## config.mk

```make
export PLATFORM = sky130hd
export DESIGN_NAME = sliding_window_event_ratio_core
export DESIGN_NICKNAME = d
export VERILOG_FILES = /design/src/sv/swer_pkg.sv /design/src/sv/swer_ctrl.sv /design/src/sv/swer_dpath.sv /design/src/sv/sliding_window_event_ratio_core.sv
export SDC_FILE = /design/constraint.sdc
export NUM_CORES = 2
export LEC_CHECK = 0
export BUFFER_PORTS_ARGS = -buffer_cell sky130_fd_sc_hd__clkbuf_2
export CAP_MARGIN = 30
export CORE_ASPECT_RATIO = 0.9
export CORE_UTILIZATION = 59
export CTS_CLUSTER_DIAMETER = 50
export DETAILED_ROUTE_END_ITERATION = 16
export GPL_ROUTABILITY_DRIVEN = 0
export PLACE_DENSITY = 0.73
export SLEW_MARGIN = 10
export SYNTH_ARGS = -nofsm -noshare
export SYNTH_HDL_FRONTEND = slang
export SYNTH_SLANG_ARGS = --single-unit
```

## constraint.sdc

```tcl
create_clock -name clk -period 23.3 [get_ports clk]
set_input_delay 1.165 -clock clk [delete_from_list [all_inputs] [get_ports clk]]
set_output_delay 1.165 -clock clk [all_outputs]
set_load 0.01 [all_outputs]
```

## src/sv/swer_pkg.sv

```systemverilog
package swer_pkg;

    // Field widths
    localparam int CNT_W     = 11;
    localparam int PCT_W     = 15;
    localparam int PROD_W    = 26;
    localparam int IN_DATA_W = 8;
    localparam int OUT_DATA_W = 40;

    // Percent scale: 100 with 8 fraction bits
    localparam int SCALE     = 25600;

    // Quotient never exceeds SCALE, so 15 quotient bits suffice
    localparam int DIV_STEPS = PCT_W;
    localparam int STEP_W    = 4;

    // Commands from controller to datapath
    typedef struct packed {
        logic clear_start;  // reset counters, restart ring clear
        logic clear_step;   // zero one ring entry
        logic capture;      // latch event and slot on input beat
        logic update;       // write ring, update tally, index and fill
        logic mul;          // load tally * scale into divider
        logic div_step;     // one restoring divide step
        logic load_out;     // move result into output register
    } swer_cmd_t;

    // Status from datapath to controller
    typedef struct packed {
        logic clear_last;   // last ring entry being cleared
        logic div_last;     // last divide step
    } swer_status_t;

endpackage

```

## src/sv/swer_ctrl.sv

```systemverilog
module swer_ctrl (
    input  logic                  clk,
    input  logic                  rst_n,
    input  logic                  in_valid,
    output logic                  in_ready,
    output logic                  out_valid,
    input  logic                  out_ready,
    input  logic                  cfg_fire,
    input  swer_pkg::swer_status_t status,
    output swer_pkg::swer_cmd_t   cmd
);
    import swer_pkg::*;

    typedef enum logic [6:0] {
        CLEAR_S  = 7'b0000001,
        IDLE_S   = 7'b0000010,
        READ_S   = 7'b0000100,
        UPDATE_S = 7'b0001000,
        MUL_S    = 7'b0010000,
        DIV_S    = 7'b0100000,
        DONE_S   = 7'b1000000
    } state_t;

    state_t state_reg, state_next;
    logic   out_valid_reg, out_valid_next;

    assign in_ready  = (state_reg == IDLE_S);
    assign out_valid = out_valid_reg;

    // Next state and command decode
    always_comb
    begin
        state_next     = state_reg;
        out_valid_next = out_valid_reg;
        cmd            = '0;
        if (out_valid_reg && out_ready)
        begin
            out_valid_next = 1'b0;
        end
        case (state_reg)
            CLEAR_S:
            begin
                cmd.clear_step = 1'b1;
                if (status.clear_last)
                begin
                    state_next = IDLE_S;
                end
            end
            IDLE_S:
            begin
                if (in_valid)
                begin
                    cmd.capture = 1'b1;
                    state_next  = READ_S;
                end
            end
            READ_S:
            begin
                state_next = UPDATE_S;
            end
            UPDATE_S:
            begin
                cmd.update = 1'b1;
                state_next = MUL_S;
            end
            MUL_S:
            begin
                cmd.mul    = 1'b1;
                state_next = DIV_S;
            end
            DIV_S:
            begin
                cmd.div_step = 1'b1;
                if (status.div_last)
                begin
                    state_next = DONE_S;
                end
            end
            DONE_S:
            begin
                // output register free or emptying this cycle
                if (!out_valid_reg || out_ready)
                begin
                    cmd.load_out   = 1'b1;
                    out_valid_next = 1'b1;
                    state_next     = IDLE_S;
                end
            end
            default:
            begin
                state_next = CLEAR_S;
            end
        endcase
        // length write restarts the clear
        if (cfg_fire)
        begin
            cmd             = '0;
            cmd.clear_start = 1'b1;
            state_next      = CLEAR_S;
        end
    end

    always_ff @(posedge clk or negedge rst_n)
    begin
        if (!rst_n)
        begin
            state_reg     <= CLEAR_S;
            out_valid_reg <= 1'b0;
        end
        else
        begin
            state_reg     <= state_next;
            out_valid_reg <= out_valid_next;
        end
    end

endmodule

```

## src/sv/swer_dpath.sv

```systemverilog
module swer_dpath #(
    parameter int WINDOW_MAX = 1024
) (
    input  logic                          clk,
    input  logic                          rst_n,
    input  swer_pkg::swer_cmd_t           cmd,
    output swer_pkg::swer_status_t        status,
    input  logic [swer_pkg::CNT_W-1:0]    cfg_data,
    input  logic                          event_value,
    output logic [swer_pkg::CNT_W-1:0]    true_count,
    output logic [swer_pkg::CNT_W-1:0]    seen_total,
    output logic [swer_pkg::PCT_W-1:0]    true_percent_q8
);
    import swer_pkg::*;

    localparam int IDX_W   = (WINDOW_MAX > 1) ? $clog2(WINDOW_MAX) : 1;
    localparam int LIM     = (WINDOW_MAX > 2047) ? 2047 : WINDOW_MAX;
    localparam int RST_LEN = (WINDOW_MAX < 1024) ? WINDOW_MAX : 1024;
    localparam logic [CNT_W-1:0] LEN_MAX  = CNT_W'(LIM);
    localparam logic [CNT_W-1:0] LEN_RST  = CNT_W'(RST_LEN);
    localparam logic [IDX_W-1:0] CLR_LAST = IDX_W'(WINDOW_MAX - 1);

    // Event ring
    logic             ring [WINDOW_MAX];
    logic             rd_bit_reg;

    // Control state
    logic [CNT_W-1:0] len_reg,      len_next;
    logic [CNT_W-1:0] ring_idx_reg, ring_idx_next;
    logic [CNT_W-1:0] tally_reg,    tally_next;
    logic [CNT_W-1:0] fill_reg,     fill_next;
    logic [IDX_W-1:0] clr_addr_reg, clr_addr_next;
    logic [STEP_W-1:0] step_reg,    step_next;

    // Payload
    logic              ev_reg;
    logic [CNT_W-1:0]  slot_reg;
    logic [PROD_W-1:0] rem_reg;
    logic [PCT_W-1:0]  quo_reg;
    logic [CNT_W-1:0]  cnt_out_reg;
    logic [CNT_W-1:0]  tot_out_reg;
    logic [PCT_W-1:0]  pct_out_reg;

    logic [CNT_W-1:0]  cfg_len;
    logic [CNT_W-1:0]  slot_c;
    logic [IDX_W-1:0]  slot_addr;
    logic [PROD_W-1:0] dsh;
    logic              ge;

    // Written length clamped to 1..LEN_MAX
    always_comb
    begin
        if (cfg_data == '0)
        begin
            cfg_len = CNT_W'(1);
        end
        else if (cfg_data > LEN_MAX)
        begin
            cfg_len = LEN_MAX;
        end
        else
        begin
            cfg_len = cfg_data;
        end
    end

    // Slot falls back to 0 if index beyond length
    assign slot_c    = (ring_idx_reg >= len_reg) ? '0 : ring_idx_reg;
    assign slot_addr = IDX_W'(slot_reg);

    // Divider trial subtract
    assign dsh = PROD_W'(fill_reg) << step_reg;
    assign ge  = (rem_reg >= dsh);

    assign status.clear_last = (clr_addr_reg == CLR_LAST);
    assign status.div_last   = (step_reg == '0);

    // Counter and index updates
    always_comb
    begin
        len_next      = len_reg;
        ring_idx_next = ring_idx_reg;
        tally_next    = tally_reg;
        fill_next     = fill_reg;
        clr_addr_next = clr_addr_reg;
        step_next     = step_reg;
        if (cmd.clear_start)
        begin
            len_next      = cfg_len;
            ring_idx_next = '0;
            tally_next    = '0;
            fill_next     = '0;
            clr_addr_next = '0;
        end
        if (cmd.clear_step && !status.clear_last)
        begin
            clr_addr_next = clr_addr_reg + IDX_W'(1);
        end
        if (cmd.update)
        begin
            if (rd_bit_reg != ev_reg)
            begin
                if (ev_reg)
                begin
                    tally_next = tally_reg + CNT_W'(1);
                end
                else if (tally_reg != '0)
                begin
                    tally_next = tally_reg - CNT_W'(1);
                end
            end
            if (slot_reg == '0)
            begin
                ring_idx_next = len_reg - CNT_W'(1);
            end
            else
            begin
                ring_idx_next = slot_reg - CNT_W'(1);
            end
            if (fill_reg < len_reg)
            begin
                fill_next = fill_reg + CNT_W'(1);
            end
        end
        if (cmd.mul)
        begin
            step_next = STEP_W'(DIV_STEPS - 1);
        end
        if (cmd.div_step && !status.div_last)
        begin
            step_next = step_reg - STEP_W'(1);
        end
    end

    always_ff @(posedge clk or negedge rst_n)
    begin
        if (!rst_n)
        begin
            len_reg      <= LEN_RST;
            ring_idx_reg <= '0;
            tally_reg    <= '0;
            fill_reg     <= '0;
            clr_addr_reg <= '0;
            step_reg     <= '0;
        end
        else
        begin
            len_reg      <= len_next;
            ring_idx_reg <= ring_idx_next;
            tally_reg    <= tally_next;
            fill_reg     <= fill_next;
            clr_addr_reg <= clr_addr_next;
            step_reg     <= step_next;
        end
    end

    // Ring memory: one write port, registered read
    always_ff @(posedge clk)
    begin
        if (cmd.clear_step)
        begin
            ring[clr_addr_reg] <= 1'b0;
        end
        else if (cmd.update)
        begin
            ring[slot_addr] <= ev_reg;
        end
        rd_bit_reg <= ring[slot_addr];
    end

    // Item payload, multiply and restoring divide
    always_ff @(posedge clk)
    begin
        if (cmd.capture)
        begin
            ev_reg   <= event_value;
            slot_reg <= slot_c;
        end
        if (cmd.mul)
        begin
            rem_reg <= PROD_W'(tally_reg) * PROD_W'(SCALE);
            quo_reg <= '0;
        end
        else if (cmd.div_step)
        begin
            if (ge)
            begin
                rem_reg <= rem_reg - dsh;
            end
            quo_reg <= {quo_reg[PCT_W-2:0], ge};
        end
        if (cmd.load_out)
        begin
            cnt_out_reg <= tally_reg;
            tot_out_reg <= fill_reg;
            pct_out_reg <= quo_reg;
        end
    end

    assign true_count      = cnt_out_reg;
    assign seen_total      = tot_out_reg;
    assign true_percent_q8 = pct_out_reg;

endmodule

```

## src/sv/sliding_window_event_ratio_core.sv

```systemverilog
// Channel   Dir  Handshake                 Payload
// s_*       in   s_tvalid / s_tready       s_tdata[0] event_value
// m_*       out  m_tvalid / m_tready       m_tdata true_count, seen_total, true_percent_q8
// cfg_*     in   cfg_valid / cfg_ready     cfg_data window_length
//
// Each event passes from input beat to result through ring read, update,
// multiply, then a 15-step restoring divide by the fill level.
// After reset and after each length write the ring is cleared one bit per
// cycle over all WINDOW_MAX entries; no input beat is taken meanwhile.
// A result waits in the output register; the next event is taken meanwhile
// and stalls only in its last cycle if that register is still full.
module sliding_window_event_ratio_core #(
    parameter int WINDOW_MAX = 1024
) (
    input  logic        clk,
    input  logic        rst_n,
    input  logic        s_tvalid,
    output logic        s_tready,
    input  logic [7:0]  s_tdata,    // [0] event_value, [7:1] zero
    output logic        m_tvalid,
    input  logic        m_tready,
    output logic [39:0] m_tdata,    // [10:0] true_count, [21:11] seen_total,
                                    // [36:22] true_percent_q8, [39:37] zero
    input  logic        cfg_valid,
    output logic        cfg_ready,
    input  logic [10:0] cfg_data    // window_length
);
    import swer_pkg::*;

    swer_cmd_t        cmd;
    swer_status_t     status;
    logic             cfg_fire;
    logic [CNT_W-1:0] true_count;
    logic [CNT_W-1:0] seen_total;
    logic [PCT_W-1:0] true_percent_q8;

    assign cfg_ready = 1'b1;
    assign cfg_fire  = cfg_valid && cfg_ready;

    swer_ctrl u_ctrl (
        .clk       (clk),
        .rst_n     (rst_n),
        .in_valid  (s_tvalid),
        .in_ready  (s_tready),
        .out_valid (m_tvalid),
        .out_ready (m_tready),
        .cfg_fire  (cfg_fire),
        .status    (status),
        .cmd       (cmd)
    );

    swer_dpath #(
        .WINDOW_MAX (WINDOW_MAX)
    ) u_dpath (
        .clk             (clk),
        .rst_n           (rst_n),
        .cmd             (cmd),
        .status          (status),
        .cfg_data        (cfg_data),
        .event_value     (s_tdata[0]),
        .true_count      (true_count),
        .seen_total      (seen_total),
        .true_percent_q8 (true_percent_q8)
    );

    assign m_tdata = {3'b000, true_percent_q8, seen_total, true_count};

    // One event in flight: no beat right after an accepted one
    a_busy_after_accept: assert property (@(posedge clk) disable iff (!rst_n)
        (s_tvalid && s_tready) |=> !s_tready)
        else $error("input taken while event in flight");

    // Length write starts a clear pass
    a_clear_after_cfg: assert property (@(posedge clk) disable iff (!rst_n)
        cfg_fire |=> !s_tready)
        else $error("input ready during ring clear");

    // Result consistency: tally within fill, percent within scale
    a_result_range: assert property (@(posedge clk) disable iff (!rst_n)
        m_tvalid |-> (true_count <= seen_total) && (seen_total != '0) &&
                     (true_percent_q8 <= PCT_W'(SCALE)))
        else $error("result out of range");

endmodule

```

==> metrics.txt <==
worst vdd ir=0.07948 mV; # nets final=4,187; Clk network pwr share=43.6%; gr usage total=28.67%; slew margin rel.=28.31%; Post-synth EDFFs=1,089; Reg clk slew, reported paths=0.06 ns; DRC=0; Clock Path Buffers=3; Layout fillers=6,449; RSZ-0062 raised after global routing=false; 1st-iter DRT viols=4,461; Clock Latency Late Sink=0.74 ns; grt total ovfl=0; Post-Syn Area=54,660 sq um; Final Cycle Share=23.47%; synthesized flop and latch total=1,181; register area=34,880 sq um; Final Max Slew Viols=0; post-synthesis sequential area ratio=63.80%; max-cap violations=0; Async SR Flop Fraction=5.588%; Finish-stage setup viols=0; mean routed wirelength per cell=24.78 um; sequential group share of total power=52.6%; Inst Count DP=5,153; Gate power share=3.8%; Netlist cell types=87; die area=93,870 sq um; Layout Cells excl Fill=5,389; multi-input logic area=18,150 sq um; Min Hold Slack=0.3693 ns; Pint=3426 uW; antenna viol nets, final=0; most common cell after layout, fill and taps aside=nor2_1; Syn Inst Count=4,084; CTS Buf Count=119; ys flop type=edfxtp_1; crit-path max FO=52; Tmin final=5.467 ns; path type of the worst setup path=reg -> reg; # rows=105; final setup TNS=0 ns; number of global-route vias before repair=33,250; Port Buf Inserts=55; via count=34,340; layout cells sized above 1=16.69%; Die Height=290.8 um; DP HPWL=76,720 um; Switch Pwr=949.5 uW; DRT Wirelength=133,600 um; vias per cell=6.372; CTS HTree Levels=3; worst min path class=in -> async; DR pass1 iterations=5; final hold violations=0; CTS tree=done; Starting Density=59.78%; Post-CTS Hold Buffers=0; clock sinks=1,181; max FFs per register=1,024; Post-CTS Setup Bufs=0; leakage=0.02200 uW; setup clock skew after layout=0.05283 ns; Max Clk Rate=182.9 MHz; Core Area=91,440 sq um; area grow syn2layout=10.76%; Finished Core Util=66.21%; Worst EP required=23.87 ns; PD cells=72.27 nW/um^2; global-route wire length before repair=201,100 um; Avg Synthesized Cell Area=13.38 sq um; Critical Path AT=6.03 ns; initial antenna violation count=2; Clock Root Buffer=clkbuf_16; Startpoint Class=flop; YS warnings=0; status=complete, no violations; post_cts resized=0; Sw Ratio=21.70%; IO Pins=67; most frequent cells in the layout=nor2_1, edfxtp_1, mux4_2; width of the die=322.8 um; Crit. End Element=flop; largest net degree at the start of global routing=285; worst slew pin tran=1.075 ns
==> critical path, stage by stage, from the launching register on <==
cell,delay [ns]
edfxtp_1,0.37
buf_4,0.37
buf_4,0.61
buf_4,0.68
buf_4,0.41
buf_16,0.31
mux4_2,0.36
a22oi_1,0.21
nand2_1,0.11
a21oi_1,0.19
o21ai_0,0.15
a2111oi_0,0.92
nor4_1,0.25
o311a_1,0.22
==> power by group through the flow <==
| stage | combinational (uW) | clock (uW) | sequential (uW) |
|---|---|---|---|
| after global placement | 159 | 0 | 2340 |
| final | 167 | 1910 | 2300 |
| after CTS | 163 | 1930 | 2300 |
| after floorplan | 101 | 0 | 2340 |
| after global routing | 175 | 2010 | 2300 |
| after detailed placement | 162 | 0 | 2340 |
==> cell families after synthesis <==
| logic type | synth area share [%] |
|---|---|
| fa+ha+maj | 2.541 |
| compound gates | 4.910 |
| mux | 12.60 |
| flops | 63.80 |
| buf+inv | 3.225 |
| xor+xnor | 0.8652 |
| other cells | 0.01374 |
| simple gates | 12.04 |
==> per-stage QoR <==
| stage | power (uW) | setup slack (ns) | cell area [sq um] |
|---|---|---|---|
| after floorplan | 2440 | 5.721 | 54670 |
| after global placement | 2503 | 17.91 | 55650 |
| after detailed placement | 2507 | 17.89 | 56340 |
| after CTS | 4389 | 17.74 | 60260 |
| after global routing | 4481 | 17.77 | 60540 |
| final | 4375 | 17.83 | 60540 |
==> synthesized netlist by cell type (20+ instances only) <==
cell	n	share of area, %
a21o_1	23	0.32
buf_2	93	0.85
nand2b_1	23	0.26
edfxtp_1	1089	60
clkbuf_1	181	1.2
o21ai_0	95	0.87
inv_1	63	0.43
nor2b_1	23	0.26
mux2i_1	49	0.90
nor2_1	1122	7.7
ha_1	99	2.3
dfrtp_1	64	2.9
nand3_1	51	0.47
nor3_1	24	0.22
dfxtp_1	26	0.95
a22oi_1	48	0.66
xor2_1	20	0.32
and2_1	30	0.34
mux4_2	279	11
nand2_1	230	1.6
xnor2_1	34	0.54
a21oi_1	109	1.0
==> path summary, 6_finish.rpt <==
path                       slack [ns]                     endpoint           startpoint  cells past startpoint
hold reg to reg                  0.43  u_dpath.true_percent_q8[14]  u_dpath.quo_reg[14]                      0
max in group asynchronous       22.36          u_dpath.len_reg[10]                rst_n                      3
min in group clk                 0.43  u_dpath.true_percent_q8[14]  u_dpath.quo_reg[14]                      0
hold / removal                   0.37          u_dpath.step_reg[3]                rst_n                      2
setup reg to reg                17.83           u_dpath.rd_bit_reg  u_dpath.slot_reg[1]                     13
setup / recovery                17.83           u_dpath.rd_bit_reg  u_dpath.slot_reg[1]                     13
==> cell type report <==
type	instances	share of cell area, %
Multi-Input combinational cell	2516	29.98
Clock buffer	144	5.142
Inverter	64	0.3968
Sequential cell	1181	57.60
Clock inverter	78	1.347
Timing Repair Buffer	175	2.980
Antenna cell	1	0.004133
Tap cell	1230	2.542
==> layer usage <==
metal	GRT usage [%]	routed length, um
met4	9.802	4782
met3	4.544	12790
met2	45.20	63210
met1	41.03	52780
met5	0	0
(Power assumes the default switching activity.)
